### src/sv/iks_pkg.sv
package iks_pkg;

  typedef enum logic [2:0] {
    KM_IDLE    = 3'd0,
    KM_DIT     = 3'd1,
    KM_DAH     = 3'd2,
    KM_DIT_GAP = 3'd3,
    KM_DAH_GAP = 3'd4
  } keyer_mode_t;

  typedef enum logic [2:0] {
    SQ_IDLE    = 3'd0,
    SQ_MUTE    = 3'd1,
    SQ_RELAY   = 3'd2,
    SQ_KEYED   = 3'd3,
    SQ_TAIL    = 3'd4,
    SQ_DECAY   = 3'd5,
    SQ_UNRELAY = 3'd6,
    SQ_UNMUTE  = 3'd7
  } seq_mode_t;

  // tx sits in the lowest bit
  typedef struct packed {
    logic tone;
    logic relay;
    logic mute;
    logic tx;
  } pins_t;

  typedef enum logic [3:0] {
    REG_START_SPEED = 4'd0,
    REG_MUTE_DELAY  = 4'd1,
    REG_RELAY_DELAY = 4'd2,
    REG_DECAY_DELAY = 4'd3
  } cfg_reg_t;

  localparam logic [5:0] SPEED_MIN       = 6'd5;
  localparam logic [5:0] SPEED_MAX       = 6'd60;
  localparam logic [5:0] START_SPEED_RST = 6'd20;
  localparam logic [7:0] MUTE_DELAY_RST  = 8'd4;
  localparam logic [7:0] RELAY_DELAY_RST = 8'd31;
  localparam logic [7:0] DECAY_DELAY_RST = 8'd39;

  localparam logic [15:0] SAVE_TICKS = 16'd32760;
  localparam logic [15:0] SAVE_IDLE  = 16'hFFFF;

  // encoder fires after a high sample followed by a run of ENC_LOW_RUN low samples
  localparam int          ENC_LOW_RUN  = 12;
  localparam logic [15:0] ENC_RUN_MASK = 16'((32'd1 << (ENC_LOW_RUN + 1)) - 32'd1);
  localparam logic [15:0] ENC_FORCED   = ~ENC_RUN_MASK;
  localparam logic [15:0] ENC_TARGET   = ENC_FORCED | 16'(32'd1 << ENC_LOW_RUN);

  // dot time in ticks: floor(9375 / wpm)
  localparam logic [15:0] DOT_TICKS [64] = '{
    16'd1875, 16'd1875, 16'd1875, 16'd1875, 16'd1875, 16'd1875, 16'd1562, 16'd1339,
    16'd1171, 16'd1041, 16'd937,  16'd852,  16'd781,  16'd721,  16'd669,  16'd625,
    16'd585,  16'd551,  16'd520,  16'd493,  16'd468,  16'd446,  16'd426,  16'd407,
    16'd390,  16'd375,  16'd360,  16'd347,  16'd334,  16'd323,  16'd312,  16'd302,
    16'd292,  16'd284,  16'd275,  16'd267,  16'd260,  16'd253,  16'd246,  16'd240,
    16'd234,  16'd228,  16'd223,  16'd218,  16'd213,  16'd208,  16'd203,  16'd199,
    16'd195,  16'd191,  16'd187,  16'd183,  16'd180,  16'd176,  16'd173,  16'd170,
    16'd167,  16'd164,  16'd161,  16'd158,  16'd156,  16'd156,  16'd156,  16'd156
  };

  // floor(dot time / 3), used for the late dit-memory window
  localparam logic [15:0] DOT_THIRD [64] = '{
    16'd625,  16'd625,  16'd625,  16'd625,  16'd625,  16'd625,  16'd520,  16'd446,
    16'd390,  16'd347,  16'd312,  16'd284,  16'd260,  16'd240,  16'd223,  16'd208,
    16'd195,  16'd183,  16'd173,  16'd164,  16'd156,  16'd148,  16'd142,  16'd135,
    16'd130,  16'd125,  16'd120,  16'd115,  16'd111,  16'd107,  16'd104,  16'd100,
    16'd97,   16'd94,   16'd91,   16'd89,   16'd86,   16'd84,   16'd82,   16'd80,
    16'd78,   16'd76,   16'd74,   16'd72,   16'd71,   16'd69,   16'd67,   16'd66,
    16'd65,   16'd63,   16'd62,   16'd61,   16'd60,   16'd58,   16'd57,   16'd56,
    16'd55,   16'd54,   16'd53,   16'd52,   16'd52,   16'd52,   16'd52,   16'd52
  };

  function automatic logic [5:0] clamp_speed(input logic [5:0] v);
    logic [5:0] r;
    r = v;
    if (v < SPEED_MIN) r = SPEED_MIN;
    if (v > SPEED_MAX) r = SPEED_MAX;
    return r;
  endfunction

endpackage

### src/sv/iambic_keyer_sequencer.sv
// Channel  Dir  Width  Contents
// in_      in   8      one tick: paddles and encoder levels
// out_     out  16     pin levels, speed and save strobe after the tick
// cfg_     in   4+8    register index and value, always ready
//
// One item per cycle while the result is taken: the tick sits in an input register,
// one pass of logic updates all state and fills the result register.
// Reset (rst_n low at a clock edge) sets all modes idle, pins off, speed 20.
// A stalled result holds the pipe; the input register is freed as soon as the
// result register can take the next item.
module iambic_keyer_sequencer
  import iks_pkg::*;
(
  input  logic        clk,
  input  logic        rst_n,
  input  logic        in_tvalid,
  output logic        in_tready,
  input  logic [7:0]  in_tdata,   // [0] dit_paddle [1] dah_paddle [2] enc_a [3] enc_b
  output logic        out_tvalid,
  input  logic        out_tready,
  output logic [15:0] out_tdata,  // [0] tx_key [1] rx_mute [2] antenna_relay
                                  // [3] sidetone_on [9:4] speed_wpm [10] save_strobe
  input  logic        cfg_valid,
  output logic        cfg_ready,
  input  logic [3:0]  cfg_index,
  input  logic [7:0]  cfg_data
);

  logic        in_valid_r;
  logic [3:0]  in_data_r;
  logic        out_valid_r;
  logic [15:0] out_data_r;
  logic        adv;

  logic [7:0]  mute_delay_r, relay_delay_r, decay_delay_r;

  keyer_mode_t km_r, km_nxt;
  logic [15:0] et_r, et_nxt, et_dec;
  logic        dit_mem_r, dit_mem_nxt;
  logic        dah_mem_r, dah_mem_nxt;
  logic        key_r, key_nxt;
  seq_mode_t   sq_r, sq_nxt;
  logic [7:0]  st_r, st_nxt, st_dec;
  pins_t       pins_r, pins_nxt;
  logic [15:0] enc_hist_r, enc_hist_nxt;
  logic [5:0]  speed_r, speed_nxt;
  logic [15:0] sc_r, sc_nxt, sc_mid;
  logic        strobe;

  logic        dit_in, dah_in, enc_a_in, enc_b_in;
  logic [15:0] dot, dot_third, half, dah_len;

  assign adv       = in_valid_r && (!out_valid_r || out_tready);
  assign in_tready = !in_valid_r || adv;
  assign cfg_ready = 1'b1;
  assign out_tvalid = out_valid_r;
  assign out_tdata  = out_data_r;

  assign dit_in   = in_data_r[0];
  assign dah_in   = in_data_r[1];
  assign enc_a_in = in_data_r[2];
  assign enc_b_in = in_data_r[3];

  assign dot       = DOT_TICKS[speed_r];
  assign dot_third = DOT_THIRD[speed_r];
  assign half      = {1'b0, dot[15:1]};
  assign dah_len   = dot + {dot[14:0], 1'b0};

  always_comb begin
    // keyer
    et_dec = et_r - 16'd1;
    et_nxt = et_dec;
    km_nxt = km_r;
    key_nxt = key_r;
    unique case (km_r)
      KM_DIT: begin
        key_nxt = 1'b1;
        if (et_dec == 16'd0) begin
          et_nxt = dot;
          km_nxt = KM_DIT_GAP;
        end
      end
      KM_DAH: begin
        key_nxt = 1'b1;
        if (et_dec == 16'd0) begin
          et_nxt = dot;
          km_nxt = KM_DAH_GAP;
        end
      end
      KM_DIT_GAP: begin
        key_nxt = 1'b0;
        if (et_dec == 16'd0) begin
          if (dah_mem_r) begin
            et_nxt = dah_len;
            km_nxt = KM_DAH;
          end else begin
            km_nxt = KM_IDLE;
          end
        end
      end
      KM_DAH_GAP: begin
        key_nxt = 1'b0;
        if (et_dec == 16'd0) begin
          if (dit_mem_r) begin
            et_nxt = dot;
            km_nxt = KM_DIT;
          end else begin
            km_nxt = KM_IDLE;
          end
        end
      end
      default: begin
        km_nxt = KM_IDLE;
        key_nxt = 1'b0;
        if (dit_in) begin
          et_nxt = dot;
          km_nxt = KM_DIT;
        end else if (dah_in) begin
          et_nxt = dah_len;
          km_nxt = KM_DAH;
        end
      end
    endcase

    // paddle memories look at the mode and timer after this tick
    dit_mem_nxt = dit_mem_r;
    if (!dit_mem_r) begin
      if (dit_in && ((km_nxt == KM_DAH && et_nxt < dot_third) ||
                     (km_nxt == KM_DAH_GAP && et_nxt > half)))
        dit_mem_nxt = 1'b1;
    end else if (km_nxt == KM_DIT) begin
      dit_mem_nxt = 1'b0;
    end

    dah_mem_nxt = dah_mem_r;
    if (!dah_mem_r) begin
      if (dah_in && ((km_nxt == KM_DIT && et_nxt < half) ||
                     (km_nxt == KM_DIT_GAP && et_nxt > half)))
        dah_mem_nxt = 1'b1;
    end else if (km_nxt == KM_DAH) begin
      dah_mem_nxt = 1'b0;
    end

    // transmit/receive sequencer
    st_dec = st_r - 8'd1;
    st_nxt = st_dec;
    sq_nxt = sq_r;
    pins_nxt = pins_r;
    unique case (sq_r)
      SQ_IDLE: begin
        if (key_nxt) begin
          st_nxt = mute_delay_r;
          sq_nxt = SQ_MUTE;
        end
      end
      SQ_MUTE: begin
        pins_nxt.mute = 1'b1;
        if (st_dec == 8'd0) begin
          st_nxt = relay_delay_r;
          sq_nxt = SQ_RELAY;
        end
      end
      SQ_RELAY: begin
        pins_nxt.relay = 1'b1;
        if (st_dec == 8'd0) sq_nxt = SQ_KEYED;
      end
      SQ_KEYED: begin
        if (!key_nxt) begin
          st_nxt = mute_delay_r + relay_delay_r + 8'd1;
          sq_nxt = SQ_TAIL;
        end else begin
          pins_nxt.tx = 1'b1;
          pins_nxt.tone = 1'b1;
        end
      end
      SQ_TAIL: begin
        if (st_dec == 8'd0) begin
          st_nxt = decay_delay_r;
          sq_nxt = SQ_DECAY;
        end
      end
      SQ_DECAY: begin
        pins_nxt.tx = 1'b0;
        pins_nxt.tone = 1'b0;
        if (st_dec == 8'd0) begin
          st_nxt = mute_delay_r;
          sq_nxt = SQ_UNRELAY;
        end
      end
      SQ_UNRELAY: begin
        pins_nxt.relay = 1'b0;
        if (st_dec == 8'd0) sq_nxt = SQ_UNMUTE;
      end
      default: begin
        pins_nxt.mute = 1'b0;
        sq_nxt = SQ_IDLE;
      end
    endcase

    // encoder: a high sample on A then a long low run is one detent
    enc_hist_nxt = {enc_hist_r[14:0], 1'b0} | {15'd0, enc_a_in} | ENC_FORCED;
    speed_nxt = speed_r;
    sc_mid = sc_r;
    if (enc_hist_nxt == ENC_TARGET) begin
      if (enc_b_in) begin
        speed_nxt = (speed_r < SPEED_MAX) ? speed_r + 6'd1 : SPEED_MAX;
      end else begin
        speed_nxt = (speed_r > SPEED_MIN) ? speed_r - 6'd1 : SPEED_MIN;
      end
      sc_mid = SAVE_TICKS;
    end

    // countdown: positive counts down, zero strobes, negative holds
    strobe = 1'b0;
    sc_nxt = sc_mid;
    if (sc_mid == 16'd0) begin
      strobe = 1'b1;
      sc_nxt = SAVE_IDLE;
    end else if (!sc_mid[15]) begin
      sc_nxt = sc_mid - 16'd1;
    end
  end

  always_ff @(posedge clk) begin
    if (!rst_n) begin
      in_valid_r <= 1'b0;
      out_valid_r <= 1'b0;
      mute_delay_r <= MUTE_DELAY_RST;
      relay_delay_r <= RELAY_DELAY_RST;
      decay_delay_r <= DECAY_DELAY_RST;
      km_r <= KM_IDLE;
      et_r <= 16'd0;
      dit_mem_r <= 1'b0;
      dah_mem_r <= 1'b0;
      key_r <= 1'b0;
      sq_r <= SQ_IDLE;
      st_r <= 8'd0;
      pins_r <= '0;
      enc_hist_r <= 16'd0;
      speed_r <= clamp_speed(START_SPEED_RST);
      sc_r <= SAVE_IDLE;
    end else begin
      if (in_tready) in_valid_r <= in_tvalid;
      if (adv) out_valid_r <= 1'b1;
      else if (out_tready) out_valid_r <= 1'b0;

      if (adv) begin
        km_r <= km_nxt;
        et_r <= et_nxt;
        dit_mem_r <= dit_mem_nxt;
        dah_mem_r <= dah_mem_nxt;
        key_r <= key_nxt;
        sq_r <= sq_nxt;
        st_r <= st_nxt;
        pins_r <= pins_nxt;
        enc_hist_r <= enc_hist_nxt;
        sc_r <= sc_nxt;
      end

      // a start speed write loads the running speed
      if (cfg_valid && cfg_ready && cfg_index == REG_START_SPEED) begin
        speed_r <= clamp_speed(cfg_data[5:0]);
      end else if (adv) begin
        speed_r <= speed_nxt;
      end

      if (cfg_valid && cfg_ready) begin
        unique case (cfg_index)
          REG_MUTE_DELAY:  mute_delay_r <= cfg_data;
          REG_RELAY_DELAY: relay_delay_r <= cfg_data;
          REG_DECAY_DELAY: decay_delay_r <= cfg_data;
          default: ;
        endcase
      end
    end
  end

  always_ff @(posedge clk) begin
    if (in_tvalid && in_tready) in_data_r <= in_tdata[3:0];
    if (adv) out_data_r <= {5'd0, strobe, speed_nxt, pins_nxt};
  end

  a_speed_range: assert property (@(posedge clk) disable iff (!rst_n)
    speed_r >= SPEED_MIN && speed_r <= SPEED_MAX)
    else $error("speed left its range");

  a_tx_needs_relay: assert property (@(posedge clk) disable iff (!rst_n)
    pins_r.tx |-> (pins_r.relay && pins_r.mute))
    else $error("transmitter keyed without relay and mute");

  a_dit_mem_clear: assert property (@(posedge clk) disable iff (!rst_n)
    (km_r == KM_DIT) |-> !dit_mem_r)
    else $error("dit memory held while sending a dit");

  a_strobe_idle: assert property (@(posedge clk) disable iff (!rst_n)
    (adv && strobe) |=> (sc_r == SAVE_IDLE))
    else $error("save countdown not idle after strobe");

endmodule
### config.mk
export PLATFORM = sky130hd
export DESIGN_NAME = iambic_keyer_sequencer
export DESIGN_NICKNAME = d
export VERILOG_FILES = /design/src/sv/iks_pkg.sv /design/src/sv/iambic_keyer_sequencer.sv
export SDC_FILE = /design/constraint.sdc
export NUM_CORES = 1
export LEC_CHECK = 0
export BUFFER_PORTS_ARGS = -buffer_cell sky130_fd_sc_hd__buf_2
export CORE_ASPECT_RATIO = 0.5
export CORE_MARGIN = 4
export CORE_UTILIZATION = 62
export CTS_CLUSTER_DIAMETER = 50
export DETAILED_ROUTE_END_ITERATION = 16
export PLACE_DENSITY = 0.84
export SETUP_SLACK_MARGIN = 0.4
export SLEW_MARGIN = 20
export SYNTH_ARGS = -nofsm -noshare
export SYNTH_HDL_FRONTEND = slang
export SYNTH_SLANG_ARGS = --single-unit
### constraint.sdc
create_clock -name clk -period 10.4 [get_ports clk]
set_input_delay 1.04 -clock clk [delete_from_list [all_inputs] [get_ports clk]]
set_output_delay 1.04 -clock clk [all_outputs]
set_load 0.1 [all_outputs]
==> flow_summary.toml <==
[drt]
detail_route.iter0.violations = 1184
drc_errors = 0
ant_nets = 0
routed_wl_mm = 26.16
wl_per_cell_microns = 17.76
dr_total_vias = 9622
vias_per_cell = 6.532
dr.pass1.iters = 5

[logic_synthesis]
synthCells = 1302
synth_area_sq_mm = 0.009577
seq_area_frac_synth_pct = 24.77
async_reset_ff_share_pct = 0
syn_area_per_cell_sq_um = 7.355
ys.flop_type = "dfxtp_1"
synth-edff-count = 15
synth-seq-cells = 111
synth_warnings = 0
ys_types = 78

[finish]
drive_above_1_share_pct = 6.118
areaGrowthSynthToFinish_pct = 4.860
final_cell_mix = "nand2_1 (168), nor2_1 (121), o21ai_0 (117)"
nNetsFinal = 1363
antenna_cells = 0
final_common_cell = "nand2_1"

[sta]
final.period_utilization_pct = 65.80
fin_crit_ns = 6.843
tightest_slew_ns = 1.032
maxSlewViolCount = 0
rsz0062_at_grt = "no"
fmax_mhz = 146.1
finClkSkew_ns = 0.01038
slew_headroom_pct = 31.10
hold_viol = 0
setup_viol = 0
tns_ns = 0

[flow_run]
drv_cap = 0

[setup_path]
required_ns = 10.66
worstSetupPathType = "register to register"
r2r_cells = 26
worst_setup_path_start_kind = "register"
end_kind = "register"
critPathArrivalTime_ns = 7.11
critPathMaxFanout = 20

[power_and_ir_drop]
leakage_nw = 4.074
power_density_mw_per_mm2 = 129.8
power.total_w = 0.001304
ir_drop_mv = 0.1074

[clock_tree]
postCtsHoldBufs = 0
cts_tree = "yes"
clk_pin_slew_ns = 0.08
cts_sinks = 111
root_buffer = "clkbuf_16"
cts_buffer_depth = 2
htreeDepth = 3
cts_buffers = 9
cts_resized = 0
clkLatencyLatePin_ns = 0.36
cts_setup_buffers = 0

[placement]
dp_hpwl_mm = 18.21
gp_congestion = 0.9624
portBuffers = 33

[min_path]
hold_depth = 2
min_path_type = "register to register"

[floorplanning]
io_pins = 44
die_x_microns = 183.8
core_sq_mm = 0.01478
dieArea_sq_mm = 0.01762
num_rows = 31
die_h_microns = 95.88
initial_utilization_pct = 64.80

[run_status]
status = "finished clean"

[global_routing]
grt_util_all_layers_pct = 29.57
grt_max_degree = 99
globalRouteOverflowTotal = 0
grt_pass1_wl_mm = 43.39
grt_pass1_vias = 8847
antenna_found_initial = 0
## where the power goes
group	switching [W]	internal (W)
Combinational	0.000302	0.000168
Sequential	0.0000219	0.000448
Clock	0.000173	0.000191
Total	0.000497	0.000807
## sequential cells by signal, indices dropped and copies added, names as in the netlist, 6 cells and up
signal         flops
st_r               8
et_r              16
enc_hist_r        12
sc_r              16
decay_delay_r      8
out_tdata         11
relay_delay_r      8
mute_delay_r       8
speed_r            6
## cell families (layout without fill, tap and decap cells)
family | Yosys count | in the layout | synth area share (%)
fa+ha+maj | 68 | 68 | 9.041
other cells | 2 | 6 | 0.07842
simple gates | 511 | 511 | 25.69
compound gates | 399 | 399 | 27.48
flops | 111 | 111 | 24.77
buf+inv | 138 | 107 | 5.644
xor+xnor | 35 | 35 | 3.201
mux | 38 | 38 | 4.102
## metrics by stage
step	worst slack [ns]	std cells	hold WS, ns	util (%)	instance area (sq um)
after floorplan	4.744	1306	0.4387	-	9592
after global placement	3.935	1457	0.4521	65.79	9722
after detailed placement	3.738	1457	0.4577	65.79	9722
after CTS	3.698	1473	0.4716	67.95	10040
after global routing	2.952	1473	0.4906	67.95	10040
final	3.557	1473	0.4706	67.95	10040
## layer usage
metal | vias to the layer above | part of all wire [%] | track usage [%]
met2 | 432 | 46 | 49.39
li1 | 4637 | - | -
met1 | 4498 | 44 | 39.33
met5 | - | 0 | 0
met3 | 55 | 8.3 | 5.965
met4 | 0 | 2.0 | 8.487
## final cells by class
type	instances	area (sq um)
multi-input combinational	1057	6681
fill	1219	4736
sequential	111	2376
clock buffer	11	264.0
tap	198	247.7
timing repair buffer	42	232.7
inverter	49	183.9
clock inverter	5	56.30
## Yosys cell counts (4+ instances only)
cell type | count | area share (%)
o2111ai_1 | 4 | 0.37
nor3_1 | 40 | 2.1
buf_4 | 6 | 0.47
nor4_1 | 11 | 0.72
o211a_1 | 12 | 1.3
o22ai_1 | 13 | 0.85
a21boi_0 | 24 | 1.9
xnor2_1 | 16 | 1.5
o311ai_0 | 7 | 0.64
nand4_1 | 13 | 0.85
o221ai_1 | 5 | 0.46
buf_1 | 18 | 0.71
a221oi_1 | 9 | 0.82
nor2b_1 | 44 | 2.9
nor2_1 | 121 | 4.7
a22oi_1 | 6 | 0.47
o21a_1 | 6 | 0.47
nand3_1 | 31 | 1.6
dfxtp_1 | 96 | 20
a31oi_1 | 11 | 0.72
inv_1 | 49 | 1.9
ha_1 | 66 | 8.6
clkbuf_1 | 65 | 2.5
nand2b_1 | 25 | 1.6
nand2_1 | 168 | 6.6
mux2i_1 | 37 | 3.9
o211ai_1 | 19 | 1.5
xor2_1 | 19 | 1.7
o21ai_0 | 117 | 6.1
a21oi_1 | 87 | 4.5
a311oi_1 | 6 | 0.55
and2_1 | 7 | 0.46
edfxtp_1 | 15 | 4.7
nor3b_1 | 9 | 0.71
a211oi_1 | 21 | 1.6
o31ai_1 | 6 | 0.47
a21o_1 | 12 | 0.94
and3_1 | 11 | 0.72
o2bb2ai_1 | 5 | 0.46
or3_1 | 12 | 0.78
## final timing paths
kind	from	end	slack, ns
hold reg to reg	enc_hist_r[11]$_SDFFE_PN0P_	enc_hist_r[11]$_SDFFE_PN0P_	0.47
hold / removal	enc_hist_r[11]$_SDFFE_PN0P_	enc_hist_r[11]$_SDFFE_PN0P_	0.47
setup / recovery	speed_r[1]$_SDFFE_PN0P_	dit_mem_r$_SDFFE_PN0P_	3.56
setup reg to reg	speed_r[1]$_SDFFE_PN0P_	dit_mem_r$_SDFFE_PN0P_	3.56
## critical path, cell delays in order (launching register included)
cell and delay [ns]:
dfxtp_1 0.85, inv_1 0.40, ha_1 0.57, nor2b_1 0.12
o311ai_0 0.30, o21ai_0 0.14, o21ai_0 0.67, inv_1 0.19
ha_1 0.39, nor2b_1 0.20, o21a_1 0.13, nor2_1 0.05
xnor2_1 0.24, mux2i_1 0.12, nor2_1 0.13, a211oi_1 0.07
a21oi_1 0.38, ha_1 0.32, a21o_1 0.17, a21oi_1 0.13
nor2b_1 0.06, o21ai_0 0.14, nand2b_1 0.08, a21oi_1 0.19
o2111ai_1 0.14, o32a_1 0.32, o41ai_2 0.25
No activity file was read; power rests on OpenSTA's default activity.
